File: config.mk
export PLATFORM = sky130hd
export DESIGN_NAME = rc5_ir_frame_transmitter
export DESIGN_NICKNAME = d
export VERILOG_FILES = /design/src/hdl/rc5tx_pkg.sv /design/src/hdl/rc5tx_queue.sv /design/src/hdl/rc5tx_back.sv /design/src/hdl/rc5_ir_frame_transmitter.sv
export SDC_FILE = /design/constraint.sdc
export NUM_CORES = 1
export LEC_CHECK = 0
export ABC_AREA = 1
export BUFFER_PORTS_ARGS = -buffer_cell sky130_fd_sc_hd__buf_4
export CORE_ASPECT_RATIO = 1.2
export CORE_MARGIN = 2
export CORE_UTILIZATION = 60
export CTS_CLUSTER_DIAMETER = 30
export DETAILED_ROUTE_END_ITERATION = 8
export PLACE_DENSITY = 0.78
export SYNTH_ARGS = -nofsm -noshare
export SYNTH_HDL_FRONTEND = slang
export SYNTH_SLANG_ARGS = --single-unit
export TNS_END_PERCENT = 50
File: constraint.sdc
create_clock -name clk -period 9.35 [get_ports clk]
set_input_delay 0.935 -clock clk [delete_from_list [all_inputs] [get_ports clk]]
set_output_delay 0.935 -clock clk [all_outputs]
set_load 0.01 [all_outputs]
File: src/hdl/rc5tx_pkg.sv
// Shared types and constants for the RC5 IR frame transmitter.
`timescale 1ns / 1ps
package rc5tx_pkg;

	typedef enum logic [3:0] {
		PH_IDLE  = 4'b0001,
		PH_FRAME = 4'b0010,
		PH_TRAIL = 4'b0100,
		PH_GAP   = 4'b1000
	} phase_t;

	typedef enum logic {
		OP_TICK = 1'b0,
		OP_SEND = 1'b1
	} op_t;

	localparam logic [2:0] REG_SENDER_MODE = 3'd0;
	localparam logic [2:0] REG_MARK_TICKS  = 3'd1;
	localparam logic [2:0] REG_SPACE_TICKS = 3'd2;
	localparam logic [2:0] REG_GAP_TICKS   = 3'd3;

	localparam logic [2:0]  SENDER_MODE_RST = 3'd0;
	localparam logic [7:0]  MARK_TICKS_RST  = 8'd32;
	localparam logic [7:0]  SPACE_TICKS_RST = 8'd32;
	localparam logic [15:0] GAP_TICKS_RST   = 16'd3204;

	localparam logic [3:0] FRAME_LEN  = 4'd14;
	localparam logic [3:0] FRAME_LAST = 4'd13;

	typedef struct packed {
		op_t        op;
		logic [4:0] address;
		logic [5:0] command;
		logic       toggle;
		logic [2:0] required_mode;
		logic [3:0] repeats;
	} item_t;

	typedef struct packed {
		logic [2:0]  sender_mode;
		logic [7:0]  mark_ticks;
		logic [7:0]  space_ticks;
		logic [15:0] gap_ticks;
	} cfg_t;

	typedef struct packed {
		logic carrier_on;
		logic busy;
		logic accepted;
		logic done;
	} result_t;

endpackage

File: src/hdl/rc5tx_queue.sv
// Front end: takes input words, classifies the opcode and buffers them in a two-entry queue.
`timescale 1ns / 1ps
module rc5tx_queue (
	input  logic               clk,
	input  logic               arst_n,
	input  logic               in_valid,
	output logic               in_ready,
	input  logic               in_op,
	input  logic [4:0]         in_address,
	input  logic [5:0]         in_command,
	input  logic               in_toggle,
	input  logic [2:0]         in_required_mode,
	input  logic [3:0]         in_repeats,
	output logic               out_valid,
	input  logic               out_ready,
	output rc5tx_pkg::item_t   out_item
);

	rc5tx_pkg::item_t slot_q [2];
	rc5tx_pkg::item_t in_item;
	logic             wr_ptr_q;
	logic             rd_ptr_q;
	logic [1:0]       count_q;
	logic             push;
	logic             pop;

	always_comb begin
		in_item.op            = in_op ? rc5tx_pkg::OP_SEND : rc5tx_pkg::OP_TICK;
		in_item.address       = in_address;
		in_item.command       = in_command;
		in_item.toggle        = in_toggle;
		in_item.required_mode = in_required_mode;
		in_item.repeats       = in_repeats;
	end

	assign in_ready  = (count_q != 2'd2);
	assign out_valid = (count_q != 2'd0);
	assign out_item  = slot_q[rd_ptr_q];
	assign push      = in_valid && in_ready;
	assign pop       = out_valid && out_ready;

	always_ff @(posedge clk) begin
		if (push) begin
			slot_q[wr_ptr_q] <= in_item;
		end
	end

	always_ff @(posedge clk or negedge arst_n) begin
		if (!arst_n) begin
			wr_ptr_q <= 1'b0;
			rd_ptr_q <= 1'b0;
			count_q  <= 2'd0;
		end else begin
			if (push) begin
				wr_ptr_q <= ~wr_ptr_q;
			end
			if (pop) begin
				rd_ptr_q <= ~rd_ptr_q;
			end
			if (push && !pop) begin
				count_q <= count_q + 2'd1;
			end else if (pop && !push) begin
				count_q <= count_q - 2'd1;
			end
		end
	end

endmodule

File: src/hdl/rc5tx_back.sv
// Back end: frame sequencer, one queued word per cycle to an output register unless stalled.
`timescale 1ns / 1ps
module rc5tx_back (
	input  logic                clk,
	input  logic                arst_n,
	input  rc5tx_pkg::cfg_t     cfg,
	input  logic                item_valid,
	output logic                item_ready,
	input  rc5tx_pkg::item_t    item,
	output logic                res_valid,
	input  logic                res_ready,
	output rc5tx_pkg::result_t  res
);

	rc5tx_pkg::phase_t  phase_q,  phase_n;
	logic [13:0]        frame_q,  frame_n;
	logic [3:0]         bit_q,    bit_n;
	logic               half_q,   half_n;
	logic [15:0]        count_q,  count_n;
	logic [3:0]         rep_q,    rep_n;
	rc5tx_pkg::result_t res_q,    res_n;
	logic               res_valid_q;

	logic        take;
	logic        cur_bit;
	logic        mark;
	logic [15:0] len;
	logic [15:0] count_inc;
	logic [3:0]  bit_inc;
	logic [3:0]  rep_dec;

	function automatic logic [15:0] at_least_one(input logic [15:0] v);
		return (v == 16'd0) ? 16'd1 : v;
	endfunction

	assign take       = item_valid && (!res_valid_q || res_ready);
	assign item_ready = !res_valid_q || res_ready;
	assign res_valid  = res_valid_q;
	assign res        = res_q;

	always_comb begin
		phase_n   = phase_q;
		frame_n   = frame_q;
		bit_n     = bit_q;
		half_n    = half_q;
		count_n   = count_q;
		rep_n     = rep_q;
		res_n     = '0;
		cur_bit   = (bit_q <= rc5tx_pkg::FRAME_LAST) ?
			frame_q[rc5tx_pkg::FRAME_LAST - bit_q] : 1'b0;
		mark      = ~(cur_bit ^ half_q);
		count_inc = count_q + 16'd1;
		bit_inc   = bit_q + 4'd1;
		rep_dec   = rep_q - 4'd1;
		len       = 16'd1;

		unique case (phase_q)
			rc5tx_pkg::PH_FRAME: len = at_least_one({8'd0, mark ? cfg.mark_ticks : cfg.space_ticks});
			rc5tx_pkg::PH_TRAIL: len = at_least_one({8'd0, cfg.space_ticks});
			rc5tx_pkg::PH_GAP:   len = at_least_one(cfg.gap_ticks);
			default:             len = 16'd1;
		endcase

		if (item.op == rc5tx_pkg::OP_SEND) begin
			if (phase_q == rc5tx_pkg::PH_IDLE && cfg.sender_mode >= item.required_mode) begin
				res_n.accepted = 1'b1;
				if (item.repeats != 4'd0) begin
					frame_n = {2'b11, item.toggle, item.address, item.command};
					rep_n   = item.repeats;
					phase_n = rc5tx_pkg::PH_FRAME;
					bit_n   = 4'd0;
					half_n  = 1'b0;
					count_n = 16'd0;
				end
			end
			res_n.busy = (phase_n != rc5tx_pkg::PH_IDLE);
		end else if (phase_q != rc5tx_pkg::PH_IDLE) begin
			res_n.busy       = 1'b1;
			res_n.carrier_on = (phase_q == rc5tx_pkg::PH_FRAME) && mark;
			if (count_inc >= len) begin
				count_n = 16'd0;
				unique case (phase_q)
					rc5tx_pkg::PH_FRAME: begin
						if (!half_q) begin
							half_n = 1'b1;
						end else begin
							half_n = 1'b0;
							if (bit_inc >= rc5tx_pkg::FRAME_LEN) begin
								bit_n   = 4'd0;
								phase_n = rc5tx_pkg::PH_TRAIL;
							end else begin
								bit_n = bit_inc;
							end
						end
					end
					rc5tx_pkg::PH_TRAIL: begin
						rep_n = rep_dec;
						if (rep_dec == 4'd0) begin
							phase_n    = rc5tx_pkg::PH_IDLE;
							res_n.done = 1'b1;
						end else if (cfg.gap_ticks == 16'd0) begin
							phase_n = rc5tx_pkg::PH_FRAME;
							bit_n   = 4'd0;
							half_n  = 1'b0;
						end else begin
							phase_n = rc5tx_pkg::PH_GAP;
						end
					end
					default: begin
						phase_n = rc5tx_pkg::PH_FRAME;
						bit_n   = 4'd0;
						half_n  = 1'b0;
					end
				endcase
			end else begin
				count_n = count_inc;
			end
		end
	end

	always_ff @(posedge clk or negedge arst_n) begin
		if (!arst_n) begin
			phase_q     <= rc5tx_pkg::PH_IDLE;
			frame_q     <= '0;
			bit_q       <= '0;
			half_q      <= 1'b0;
			count_q     <= '0;
			rep_q       <= '0;
			res_valid_q <= 1'b0;
		end else begin
			if (take) begin
				phase_q <= phase_n;
				frame_q <= frame_n;
				bit_q   <= bit_n;
				half_q  <= half_n;
				count_q <= count_n;
				rep_q   <= rep_n;
			end
			if (take) begin
				res_valid_q <= 1'b1;
			end else if (res_ready) begin
				res_valid_q <= 1'b0;
			end
		end
	end

	always_ff @(posedge clk) begin
		if (take) begin
			res_q <= res_n;
		end
	end

endmodule

File: src/hdl/rc5_ir_frame_transmitter.sv
// Top level of the RC5 IR frame transmitter: configuration registers, front queue and sequencer.
// Each input word is either one carrier-period tick or a send request, and each yields exactly
// one result word. Sustained rate is one word per clock while out_ready is high: words pass
// through a two-entry queue into a sequencer that computes the next frame state combinationally
// and holds the result in an output register, written as the word leaves the queue.
// While out_ready is low the output register and the queue hold up to three words before
// in_ready drops. Configuration writes are taken every cycle (cfg_ready is always high);
// unknown indexes are ignored.
`timescale 1ns / 1ps
module rc5_ir_frame_transmitter (
	input  logic        clk,
	input  logic        arst_n,
	input  logic        in_valid,
	output logic        in_ready,
	input  logic        op,
	input  logic [4:0]  address,
	input  logic [5:0]  command,
	input  logic        toggle,
	input  logic [2:0]  required_mode,
	input  logic [3:0]  repeats,
	output logic        out_valid,
	input  logic        out_ready,
	output logic        carrier_on,
	output logic        busy_res,
	output logic        accepted,
	output logic        done_res,
	input  logic        cfg_valid,
	output logic        cfg_ready,
	input  logic [2:0]  cfg_index,
	input  logic [15:0] cfg_data
);

	rc5tx_pkg::cfg_t    cfg_q;
	rc5tx_pkg::item_t   q_item;
	rc5tx_pkg::result_t res;
	logic               q_valid;
	logic               q_ready;

	assign cfg_ready = 1'b1;

	always_ff @(posedge clk or negedge arst_n) begin
		if (!arst_n) begin
			cfg_q.sender_mode <= rc5tx_pkg::SENDER_MODE_RST;
			cfg_q.mark_ticks  <= rc5tx_pkg::MARK_TICKS_RST;
			cfg_q.space_ticks <= rc5tx_pkg::SPACE_TICKS_RST;
			cfg_q.gap_ticks   <= rc5tx_pkg::GAP_TICKS_RST;
		end else if (cfg_valid && cfg_ready) begin
			unique case (cfg_index)
				rc5tx_pkg::REG_SENDER_MODE: cfg_q.sender_mode <= cfg_data[2:0];
				rc5tx_pkg::REG_MARK_TICKS:  cfg_q.mark_ticks  <= cfg_data[7:0];
				rc5tx_pkg::REG_SPACE_TICKS: cfg_q.space_ticks <= cfg_data[7:0];
				rc5tx_pkg::REG_GAP_TICKS:   cfg_q.gap_ticks   <= cfg_data;
				default: ;
			endcase
		end
	end

	rc5tx_queue u_queue (
		.clk              (clk),
		.arst_n           (arst_n),
		.in_valid         (in_valid),
		.in_ready         (in_ready),
		.in_op            (op),
		.in_address       (address),
		.in_command       (command),
		.in_toggle        (toggle),
		.in_required_mode (required_mode),
		.in_repeats       (repeats),
		.out_valid        (q_valid),
		.out_ready        (q_ready),
		.out_item         (q_item)
	);

	rc5tx_back u_back (
		.clk        (clk),
		.arst_n     (arst_n),
		.cfg        (cfg_q),
		.item_valid (q_valid),
		.item_ready (q_ready),
		.item       (q_item),
		.res_valid  (out_valid),
		.res_ready  (out_ready),
		.res        (res)
	);

	assign carrier_on = res.carrier_on;
	assign busy_res   = res.busy;
	assign accepted   = res.accepted;
	assign done_res   = res.done;

	// a word is either a tick result or a request result, never both
	assert property (@(posedge clk) disable iff (!arst_n)
		out_valid |-> !(accepted && (done_res || carrier_on)))
		else $error("request result carries tick outputs");

	assert property (@(posedge clk) disable iff (!arst_n)
		out_valid && (carrier_on || done_res) |-> busy_res)
		else $error("carrier or done outside a sequence");

	assert property (@(posedge clk) disable iff (!arst_n)
		out_valid && done_res |-> !carrier_on)
		else $error("carrier on during trailing space");

endmodule
==> results.tsv <==
metric	value	unit
outcome	completed	
max_slew.worst_pin.slew	1030	ps
dr_wl_met3	420	µm
finalWeightedCongestion	0.879	
initial_utilization	0.612	
leakage	3.52	nW
max_freq	260	MHz
maxUsedRoutingLayer	met4	
fillCellCount	816	
gr-usage-all-layers	0.243	
path_clk_slew	60	ps
ant_nets	0	
placed_cells_incl_taps	870	
finClkSkew	6.73	ps
grt_start_max_net_pins	83	
synth_top_area_share	0.279	
grt_remaining_overflow	0	
finalNonFillerCells	902	
slew_headroom	0.315	
dpl.hpwl	9680	µm
nets	829	
portBuffers	49	
cts_tree	built	
reg2reg_from	u_back.bit_q[1]	
p_comb_frac	0.425	
yosysMostFrequentCell	nand2_1	
synth_area	0.00672	mm²
grt_antenna_before_repair	0	
clock_latency	420	ps
worst_path_most_repeated_cell	nand2_1	
pin_count	51	
firstDrtPassIters	4	
fin_area	0.00777	mm²
powerDensity	330	mW/mm²
finalMaxSlewViolations	0	
cts-htree-levels	4	
wirelength	13600	µm
hp-start	cfg_q[17]	
cp_max_fo	9	
netlist_instances	699	
worst_ep_arrival_time	4160	ps
p_clk_frac	0.255	
clk_path_buf_depth	2	
core	0.0110	mm²
ir_drop	0.181	mV
yosys_most_used_dff	dfrtp_1	
synth_common_cells	nand2_1, inv_1, dfrtp_1, o21ai_0, edfxtp_1	
worst_hold_path_type	register to register	
postPlaceCellArea	0.00718	mm²
n_antenna_cell	0	
critPathKind	register to register	
critPathRequiredTime	9660	ps
crit_start	u_back.bit_q[1]	
reg2reg_depth	26	
p_sw_frac	0.406	
fin_setup_tns	0	ps
yosysTopAreaCell	dfrtp_1	
cts_setup_buffers	0	
holdWs	492	ps
finalSetupViolCount	0	
final_layout_size_suffix_gt1_frac	0.235	
synth.distinct_cells	50	
min_period_over_period	0.411	
rsz0062_at_grt	no	
die_y	120	µm
grt_pass1_wl	22500	µm
routed_via_density	5.45	
syn_avg_cell_area	9.61	µm²
cp_slowest_cell	dfrtp_1	
slowest_delay	410	ps
synth_area_leaders	dfrtp_1, edfxtp_1, nand2_1	
routed-via-count	4916	
power_frac_seq	0.320	
cts_root_buf	clkbuf_16	
p_switching	1.04	mW
cts_buffers	17	
rows	42	
met2RoutedLength	7270	µm
drc	0	
endpoint_kind	register	
die_x	101	µm
cts_resized	0	
ys_ff_latch	126	
hold_depth	2	
cap_viol_max_count	0	
async_flop_share	0.651	
routedWlPerCell	15.0	µm
dr.first_iter.drc_count	283	
wl_met1	5440	µm
dieArea	0.0121	mm²
synth_edf_count	44	
worstSetupStartpointType	register	
yosys_warnings	0	
hold_violations	0	
period_needed	3850	ps
syn-num-nets	771	
synth_seq_area_share	0.504	
grt_pass1_vias	4917	
cts.sinks	126	
p_int	1.52	mW
syn2layout_area_growth	15.6	%
hold_buffers	0	
-- power groups by stage --
stage,registers (mW),logic [mW],clock network [mW]
4_1_cts,0.822,1.09,0.659
6_report,0.821,1.09,0.653
5_1_grt,0.837,1.22,0.683
3_5_place_dp,0.829,1.08,0
2_1_floorplan,0.794,0.875,0
3_3_place_gp,0.822,1.04,0
-- cell families after synthesis --
logic type | after synthesis | synth area share
buffers and inverters | 109 | 0.0697
AND/OR/NAND/NOR | 299 | 0.225
AO/OA/AOI/OAI | 104 | 0.104
adder cells (fa/ha/maj) | 28 | 0.0522
XOR/XNOR | 21 | 0.0274
multiplexers | 11 | 0.0179
other | 1 | 0.000558
flip-flops | 126 | 0.504
-- registers in the layout (all words and copies together) (netlist names), 2 cells and up --
register         cells
u_back.phase_q       4
u_queue.count_q      2
u_back.rep_q         4
u_back.res           4
u_back.count_q      16
u_back.frame_q      13
u_back.bit_q         4
cfg_q               35
u_queue.slot_q      40
-- stage by stage --
step	setup WS (ps)	total power [mW]	utilization
final	5500	2.56	0.707
after global routing	5110	2.74	0.707
after CTS	5530	2.57	0.707
after detailed placement	5560	1.91	0.654
after global placement	5720	1.86	0.654
after floorplan	6080	1.67	-
-- worst paths after layout --
| check | to | slack [ps] |
|---|---|---|
| worst max-delay path | u_back.phase_q[3] | 5500 |
| worst min-delay path | cfg_q[17] | 490 |
| worst max register to register | u_back.phase_q[3] | 5500 |
| worst min register to register | cfg_q[17] | 490 |
| max in group asynchronous | cfg_q[34] | 8000 |
| min in group asynchronous | u_back.count_q[14] | 690 |
-- placed cells by master, fill, tap and decap left out, types with 6 or more instances in the layout --
cell | netlist | routed
nand3_1 | 31 | 31
clkinvlp_4 | 0 | 6
dfrtp_1 | 75 | 75
o22ai_1 | 6 | 6
buf_4 | 2 | 53
o221ai_1 | 6 | 6
o22ai_2 | 6 | 6
edfxtp_1 | 44 | 44
inv_1 | 80 | 80
xor2_1 | 17 | 17
nand2_2 | 8 | 8
ha_1 | 28 | 28
dfstp_2 | 7 | 7
nand3_2 | 6 | 6
a31oi_1 | 6 | 6
nor2_1 | 31 | 31
nand2_1 | 171 | 171
mux2_2 | 8 | 8
a31oi_2 | 8 | 8
clkbuf_16 | 0 | 17
o21ai_0 | 47 | 47
a21oi_1 | 12 | 12
inv_2 | 10 | 10
nand2_4 | 6 | 6
nor2_2 | 14 | 14
-- critical path: cells and delay by family, from the launching register on --
| kind | cells | cell delay [ps] |
|---|---|---|
| buffers and inverters | 3 | 390 |
| AOI/OAI and AO/OA | 1 | 80 |
| DFF | 1 | 410 |
| and+or+nand+nor | 20 | 2250 |
| adders and majority gates | 2 | 600 |
-- area by class of cell --
cell class	instances	area (µm²)	area share
well taps	132	165	0.0213
clock inverters	12	149	0.0192
flip-flops and latches	126	3380	0.435
repair buffers	53	398	0.0512
clock buffers	20	437	0.0562
multi-input cells	464	2870	0.369
inverters	95	370	0.0477
-- metal layers --
layer | up-vias | track usage
li1 | 2436 | -
met1 | 2337 | 0.281
met2 | 109 | 0.418
met3 | 34 | 0.0559
met4 | 0 | 0.124
met5 | - | 0
(Power assumes the default switching activity.)
